[config.mk]
export PLATFORM = sky130hd
export DESIGN_NAME = ogro_ctrl
export DESIGN_NICKNAME = d
export VERILOG_FILES = /design/src/ogro_pkg.sv /design/src/ogro_ctrl.sv
export SDC_FILE = /design/constraint.sdc
export NUM_CORES = 1
export LEC_CHECK = 0
export ABC_AREA = 0
export BUFFER_PORTS_ARGS = -buffer_cell sky130_fd_sc_hd__buf_2
export CORE_MARGIN = 2
export CORE_UTILIZATION = 42
export CTS_BUF_LIST = sky130_fd_sc_hd__clkbuf_8
export DETAILED_ROUTE_END_ITERATION = 8
export PLACE_DENSITY = 0.7
export SLEW_MARGIN = 20
export SYNTH_ARGS = -nofsm -noshare
export SYNTH_HDL_FRONTEND = slang
export SYNTH_SLANG_ARGS = --single-unit
[constraint.sdc]
create_clock -name clk -period 3.32 [get_ports clk]
set_clock_uncertainty 0.1 [all_clocks]
set_input_delay 0.332 -clock clk [delete_from_list [all_inputs] [get_ports clk]]
set_output_delay 0.332 -clock clk [all_outputs]
set_load 0.01 [all_outputs]
[src/ogro_pkg.sv]
// ----------------------------------------------------------------------------
// ogro_pkg: shared types and constants of the occupancy grid ray occlusion core
// Request and result payloads, configuration register indexes, query modes and
// the command and status bundles between the controller and the datapath.
// ----------------------------------------------------------------------------
package ogro_pkg;

  // Width of the cell size register (unsigned fixed point).
  localparam int CS_W = 31;

  // Query modes carried in a request. The spare code is dropped without a result.
  localparam logic [1:0] MODE_WRITE = 2'd0;
  localparam logic [1:0] MODE_OCCL  = 2'd1;
  localparam logic [1:0] MODE_FREE  = 2'd2;
  localparam logic [1:0] MODE_SPARE = 2'd3;

  // Configuration register indexes.
  localparam logic [2:0] CFG_CELL_SIZE   = 3'd0;
  localparam logic [2:0] CFG_ORIGIN_X    = 3'd1;
  localparam logic [2:0] CFG_ORIGIN_Y    = 3'd2;
  localparam logic [2:0] CFG_COLUMNS     = 3'd3;
  localparam logic [2:0] CFG_ROWS        = 3'd4;
  localparam logic [2:0] CFG_THRESHOLD   = 3'd5;
  localparam logic [2:0] CFG_GRID_PRESENT = 3'd6;

  typedef struct packed {
    logic [1:0]         mode;
    logic [15:0]        cell_index;
    logic signed [7:0]  cell_value;
    logic signed [31:0] start_x;
    logic signed [31:0] start_y;
    logic signed [31:0] target_x;
    logic signed [31:0] target_y;
  } ogro_in_t;

  typedef struct packed {
    logic [1:0] query_kind;
    logic       answer;
  } ogro_out_t;

  typedef struct packed {
    logic load;
    logic write_cell;
    logic prep;
    logic sq_x;
    logic sq_y;
    logic sq_sum;
    logic root_step;
    logic len_load;
    logic frac_init;
    logic step;
    logic mul_x;
    logic mul_y;
    logic pos;
    logic pt_target;
    logic cell_chk;
    logic idx;
    logic advance;
    logic set_ans;
    logic ans_val;
    logic emit;
  } ogro_cmd_t;

  typedef struct packed {
    logic [1:0] mode;
    logic       present;
    logic       root_done;
    logic       short_ray;
    logic       fdiv_busy;
    logic       cdiv_busy;
    logic       pt_out;
    logic       cell_out;
    logic       cell_hit;
    logic       cell_zero;
    logic       more;
    logic       out_busy;
  } ogro_sts_t;

endpackage

[src/ogro_ctrl.sv]
// ----------------------------------------------------------------------------
// ogro_ctrl: query sequencer
// Walks a request through root, step division, per-sample position,
// cell lookup and result hand-off as its mode requires, one request at a time.
// ----------------------------------------------------------------------------
module ogro_ctrl import ogro_pkg::*; (
  input  logic      clk,
  input  logic      rst_n,
  input  logic      in_valid,
  output logic      in_ready,
  input  ogro_sts_t sts,
  output ogro_cmd_t cmd
);

  localparam logic [4:0] S_IDLE = 5'd0;
  localparam logic [4:0] S_DISP = 5'd1;
  localparam logic [4:0] S_SQX  = 5'd2;
  localparam logic [4:0] S_SQY  = 5'd3;
  localparam logic [4:0] S_SUM  = 5'd4;
  localparam logic [4:0] S_ROOT = 5'd5;
  localparam logic [4:0] S_DIST = 5'd6;
  localparam logic [4:0] S_FDIV = 5'd7;
  localparam logic [4:0] S_STEP = 5'd8;
  localparam logic [4:0] S_MULX = 5'd9;
  localparam logic [4:0] S_MULY = 5'd10;
  localparam logic [4:0] S_POS  = 5'd11;
  localparam logic [4:0] S_CHK  = 5'd12;
  localparam logic [4:0] S_CDIV = 5'd13;
  localparam logic [4:0] S_READ = 5'd14;
  localparam logic [4:0] S_EVAL = 5'd15;
  localparam logic [4:0] S_NEXT = 5'd16;
  localparam logic [4:0] S_DONE = 5'd17;

  logic [4:0] state_r;
  logic [4:0] state_nxt;
  logic       occl;

  assign in_ready = state_r == S_IDLE;
  assign occl     = sts.mode == MODE_OCCL;

  always_comb begin
    cmd       = '0;
    state_nxt = state_r;
    case (state_r)
      S_IDLE: begin
        if (in_valid) begin
          cmd.load  = 1'b1;
          state_nxt = S_DISP;
        end
      end
      S_DISP: begin
        case (sts.mode)
          MODE_WRITE: begin
            cmd.write_cell = 1'b1;
            state_nxt      = S_IDLE;
          end
          MODE_OCCL: begin
            if (!sts.present) begin
              cmd.set_ans = 1'b1;
              state_nxt   = S_DONE;
            end else begin
              cmd.prep  = 1'b1;
              state_nxt = S_SQX;
            end
          end
          MODE_FREE: begin
            if (!sts.present) begin
              cmd.set_ans = 1'b1;
              cmd.ans_val = 1'b1;
              state_nxt   = S_DONE;
            end else begin
              cmd.pt_target = 1'b1;
              state_nxt     = S_CHK;
            end
          end
          default: state_nxt = S_IDLE;
        endcase
      end
      S_SQX: begin
        cmd.sq_x  = 1'b1;
        state_nxt = S_SQY;
      end
      S_SQY: begin
        cmd.sq_y  = 1'b1;
        state_nxt = S_SUM;
      end
      S_SUM: begin
        cmd.sq_sum = 1'b1;
        state_nxt  = S_ROOT;
      end
      S_ROOT: begin
        if (sts.root_done) begin
          state_nxt = S_DIST;
        end else begin
          cmd.root_step = 1'b1;
        end
      end
      S_DIST: begin
        if (sts.short_ray) begin
          cmd.set_ans = 1'b1;
          state_nxt   = S_DONE;
        end else begin
          cmd.len_load = 1'b1;
          state_nxt    = S_FDIV;
        end
      end
      S_FDIV: begin
        if (!sts.fdiv_busy) begin
          cmd.frac_init = 1'b1;
          state_nxt     = S_STEP;
        end
      end
      S_STEP: begin
        cmd.step  = 1'b1;
        state_nxt = S_MULX;
      end
      S_MULX: begin
        cmd.mul_x = 1'b1;
        state_nxt = S_MULY;
      end
      S_MULY: begin
        cmd.mul_y = 1'b1;
        state_nxt = S_POS;
      end
      S_POS: begin
        cmd.pos   = 1'b1;
        state_nxt = S_CHK;
      end
      S_CHK: begin
        if (sts.pt_out) begin
          if (occl) begin
            state_nxt = S_NEXT;
          end else begin
            cmd.set_ans = 1'b1;
            state_nxt   = S_DONE;
          end
        end else begin
          cmd.cell_chk = 1'b1;
          state_nxt    = S_CDIV;
        end
      end
      S_CDIV: begin
        if (!sts.cdiv_busy) begin
          if (sts.cell_out) begin
            if (occl) begin
              state_nxt = S_NEXT;
            end else begin
              cmd.set_ans = 1'b1;
              state_nxt   = S_DONE;
            end
          end else begin
            cmd.idx   = 1'b1;
            state_nxt = S_READ;
          end
        end
      end
      S_READ: state_nxt = S_EVAL;
      S_EVAL: begin
        if (occl) begin
          if (sts.cell_hit) begin
            cmd.set_ans = 1'b1;
            cmd.ans_val = 1'b1;
            state_nxt   = S_DONE;
          end else begin
            state_nxt = S_NEXT;
          end
        end else begin
          cmd.set_ans = 1'b1;
          cmd.ans_val = sts.cell_zero;
          state_nxt   = S_DONE;
        end
      end
      S_NEXT: begin
        if (sts.more) begin
          cmd.advance = 1'b1;
          state_nxt   = S_STEP;
        end else begin
          cmd.set_ans = 1'b1;
          state_nxt   = S_DONE;
        end
      end
      S_DONE: begin
        if (!sts.out_busy) begin
          cmd.emit  = 1'b1;
          state_nxt = S_IDLE;
        end
      end
      default: state_nxt = S_IDLE;
    endcase
  end

  always_ff @(posedge clk) begin
    if (!rst_n) begin
      state_r <= S_IDLE;
    end else begin
      state_r <= state_nxt;
    end
  end

endmodule

[Word level (Yosys, flattened, before mapping)]
Index checks and enable logic that the tools add are counted.
Cells by class
  eq/ne operators: 24
  muxes and demuxes: 60
  add/subtract/negate cells: 0
  reduce and logical (&&, ||, !) cells: 3
  div/mod/pow operators: 0
  order comparisons: 0
  bitwise operators: 0
  multiply operators: 0
  shifts and indexed selects: 0
Operator list (number)
  5-bit one-hot mux with 18 select lines: 1
  5-bit 2-to-1 mux: 11
  5-bit by 4-bit equality test with 1-bit output (second input constant): 8
  1-bit 2-to-1 mux: 40
  5-bit by 3-bit equality test with 1-bit output (second input constant): 4
  5-bit by 2-bit equality test with 1-bit output (second input constant): 2
  5-bit equality test (second input constant): 2
  2-bit inequality test (second input constant): 5
  5-bit one-hot mux with 2 select lines: 1
  2-bit 2-to-1 mux: 4
  1-bit one-hot mux with 6 select lines: 1
  5-bit by 1-bit equality test with 1-bit output (second input constant): 1
  5-bit logical NOT: 1
  5-bit AND reduction: 1
  1-bit one-hot mux with 2 select lines: 2
  2-bit by 1-bit equality test with 1-bit output (second input constant): 1
  2-bit equality test (second input constant): 1
  2-bit logical NOT: 1
Word-level totals
  register bits: 5
  memories: 0
  output and inout bits: 21
  bits in read-only memories: 0
  logic and storage cells: 88
  latch bits: 0
  bits in writable memories: 0
  input port bits: 16

[Depth between registers and ports, before layout]
  depth in word-level cells: 5
  gate-level depth with buffers: 7
  depth with buffers taken out: 7

[Worst setup path before layout]
OpenSTA, ideal clock, no wires.
  kind: register -> output
  start point: register state_r[0]
  end point: output port cmd[2] in the netlist's numbering
  path slack: 1485 ps
  cell stages (with the launch flop): 8
  data required time: 2888 ps
  buffers on the path: 2
  arrival time: 1403 ps
  cells stage by stage: dfxtp_1 -> buf_4 -> or3b_1 -> buf_2 -> or2_4 -> nor2_2 -> a21oi_1 -> nand2_1
RTL lines
  start: declaration: line ogro_ctrl.sv:34  | logic [4:0] state_r;
  start signal: assignment: line ogro_ctrl.sv:196  | state_r <= state_nxt;
  end: declaration: line ogro_ctrl.sv:12  | output ogro_cmd_t cmd

==> results.ini <==
[power]
power_density_nw_per_um2=267
switching_share_pct=34.3
finalPower_uw=276
p_sw_uw=94.8
power_frac_seq_pct=27.5
max-vdd-ir-drop_mv=0.129
pwr-share-comb_pct=32.6
p_leak_nw=0.494
intPower_uw=181
clockPowerShare_pct=39.9

[timing]
setup-tns-final_ns=0
max_freq_mhz=394
finalCritPeriodShare_pct=76.5
worst_pin_slew_ns=0.550
period_needed_ns=2.54
holdWs_ns=0.271
rsz0062_at_grt=false
slew_violations=0
hold_viol=0
finalSetupViolations=0
maxSlewHeadroom_pct=63.0

[route]
vias_per_cell=5.94
drtIter0Drc=40
drc_errors=0
routed_wl_um=2600
top_layer=met4
drt-met1-wl_um=1090
ant_nets=0
wl_per_cell_um=14.0
wl_met3_um=245
wl_met2_um=1190
dr.pass1.iters=4
vias=1099

[finish]
reg_top3=state_r: 5 flops
largest_reg_flops=5
largest_register=state_r
nets=181
nFillCells=199
syn2layout_area_growth_pct=27.8
diodes=0
ff_latch_area_sq_um=100
multiInputGateArea_sq_um=652
drive_above_1_share_pct=28.7

[synth]
postSynthAreaPerCell_sq_um=6.37
ys_ff_latch=5
ys_seq_area_share_pct=12.4
synth_warnings=0
syn_nets=147
synthDistinctLibCells=40
syn_inst=127
synthesis.area_sq_um=810

[run_status]
status=finished clean

[floorplan]
die_x_um=47.9
rows=15
die_h_um=47.9
start_util_pct=45.9
dieArea_sq_um=2290
ios=37
core-area_sq_um=1760

[cts]
cts_hold_buf=0
htreeDepth=1
cts_resized=0
root_buffer=clkbuf_8
cts_buffer_depth=2
post_cts_buffers=0
clock_latency_ns=0.22
clkTransAtPathRegs_ns=0.04
cts_buffers=3
cts_num_sinks=5
cts_tree=yes

[critical_path]
cp_max_fo=18
reg2reg_depth=5
path_class=reg2out
critPathLaunchType=flop
cp_data_arrival_time_ns=2.11
end_kind=output pin
critPathRequiredTime_ns=2.89

[worst_hold_path]
hold_depth=3
hp-class=in2reg

[grt]
first_global_vias=915
grt_max_degree=19
grt_pass1_wl_um=3790
grt_usage_pct=23.6
grt_overflow=0
antenna_found_initial=0

[placed_design]
port_buffers=36
gp_congestion=0.861
dpl.hpwl_um=2000

[job]
cap_violations=0

[critical path: stages, from the launching register on]
cell and delay, ns:
dfxtp_1 0.64, or3b_1 0.54, or2_4 0.28, nor2_2 0.13, nand2_1 0.07, o31ai_1 0.06
buf_2 0.17
[logic make-up after synthesis]
group           synth area share, %
compound gates                 25.2
buf+inv                        7.11
fa+ha+maj                      6.18
simple gates                   47.9
mux                            1.24
flops                          12.4
[synth_stat cells, drive strengths merged]
master   number  area share (%)
a211oi        2             1.9
a21oi        10             6.2
a22o          1             1.1
a2bb2oi       1             1.1
a31oi         2             1.5
a41o          1             1.2
a41oi         1             1.1
and2          2             1.5
and3          5             3.9
buf           2             1.5
clkbuf        5             2.3
dfxtp         5              12
ha            4             6.2
inv           7             3.2
mux2i         1             1.2
nand2        10             4.6
nand2b        5             3.9
nand3         3             1.9
nand3b        2             1.9
nor2         18             8.7
nor2b         2             1.5
nor3         10             6.8
nor3b         1            0.93
nor4          4             3.9
nor4b         3             3.2
o211ai        1            0.93
o21ai         7             4.3
o22ai         1            0.77
o31ai         3             2.8
o32a          1             1.2
o32ai         1             1.1
or2           4             3.4
or3           1            0.77
or3b          1             1.1
[through the flow]
| step | worst slack, ns | cells | utilization, % | cell area (sq um) |
|---|---|---|---|---|
| 6_report | 0.780 | 185 | 58.7 | 1030 |
| 5_1_grt | 0.664 | 185 | 58.7 | 1030 |
| 3_5_place_dp | 1.07 | 181 | 56.1 | 990 |
| 2_1_floorplan | 1.48 | 127 | - | 810 |
| 3_3_place_gp | 1.10 | 181 | 56.1 | 990 |
| 4_1_cts | 0.821 | 185 | 58.7 | 1030 |
[layout by cell type (no fill, tap or decap), types with 5 or more instances in the layout]
| cell | n |
|---|---|
| buf_2 | 36 |
| nor2_1 | 17 |
| nand2_1 | 10 |
| a21oi_1 | 10 |
| nor3_1 | 9 |
| inv_1 | 8 |
| o21ai_0 | 6 |
| and3_1 | 5 |
| nand2b_1 | 5 |
| dfxtp_1 | 5 |
[cell type report]
type                            count  area share, %
Multi-Input combinational cell    108           63.0
Tap cell                           25           3.02
Inverter                            7           2.54
Clock inverter                      1          0.363
Clock buffer                        3           3.99
Timing Repair Buffer               36           17.4
Sequential cell                     5           9.67
[per-layer routing]
metal | global-route usage [%] | vias up
met5 | 0 | -
met4 | 12.4 | 0
met3 | 2.64 | 6
met2 | 39.2 | 65
met1 | 29.7 | 493
li1 | - | 535
[power by group through the flow]
| stage | clock [mW] | sequential [mW] | combinational [mW] |
|---|---|---|---|
| finish | 0.110 | 0.0758 | 0.0900 |
| global route | 0.112 | 0.0770 | 0.100 |
| CTS | 0.111 | 0.0752 | 0.0893 |
| detailed placement | 0 | 0.0760 | 0.0886 |
| global placement | 0 | 0.0758 | 0.0870 |
| floorplan | 0 | 0.0660 | 0.0689 |
[worst paths after layout]
check / startpoint / endpoint / slack, ns
max: state_r[0]$_SDFFE_PN0P_ / cmd[1] / 0.78
min: rst_n / state_r[3]$_SDFFE_PN0P_ / 0.27
max reg2reg: state_r[0]$_SDFFE_PN0P_ / state_r[4]$_SDFFE_PN0P_ / 1.15
min reg2reg: state_r[3]$_SDFFE_PN0P_ / state_r[3]$_SDFFE_PN0P_ / 0.79
Power figures use the tool's default switching activity.
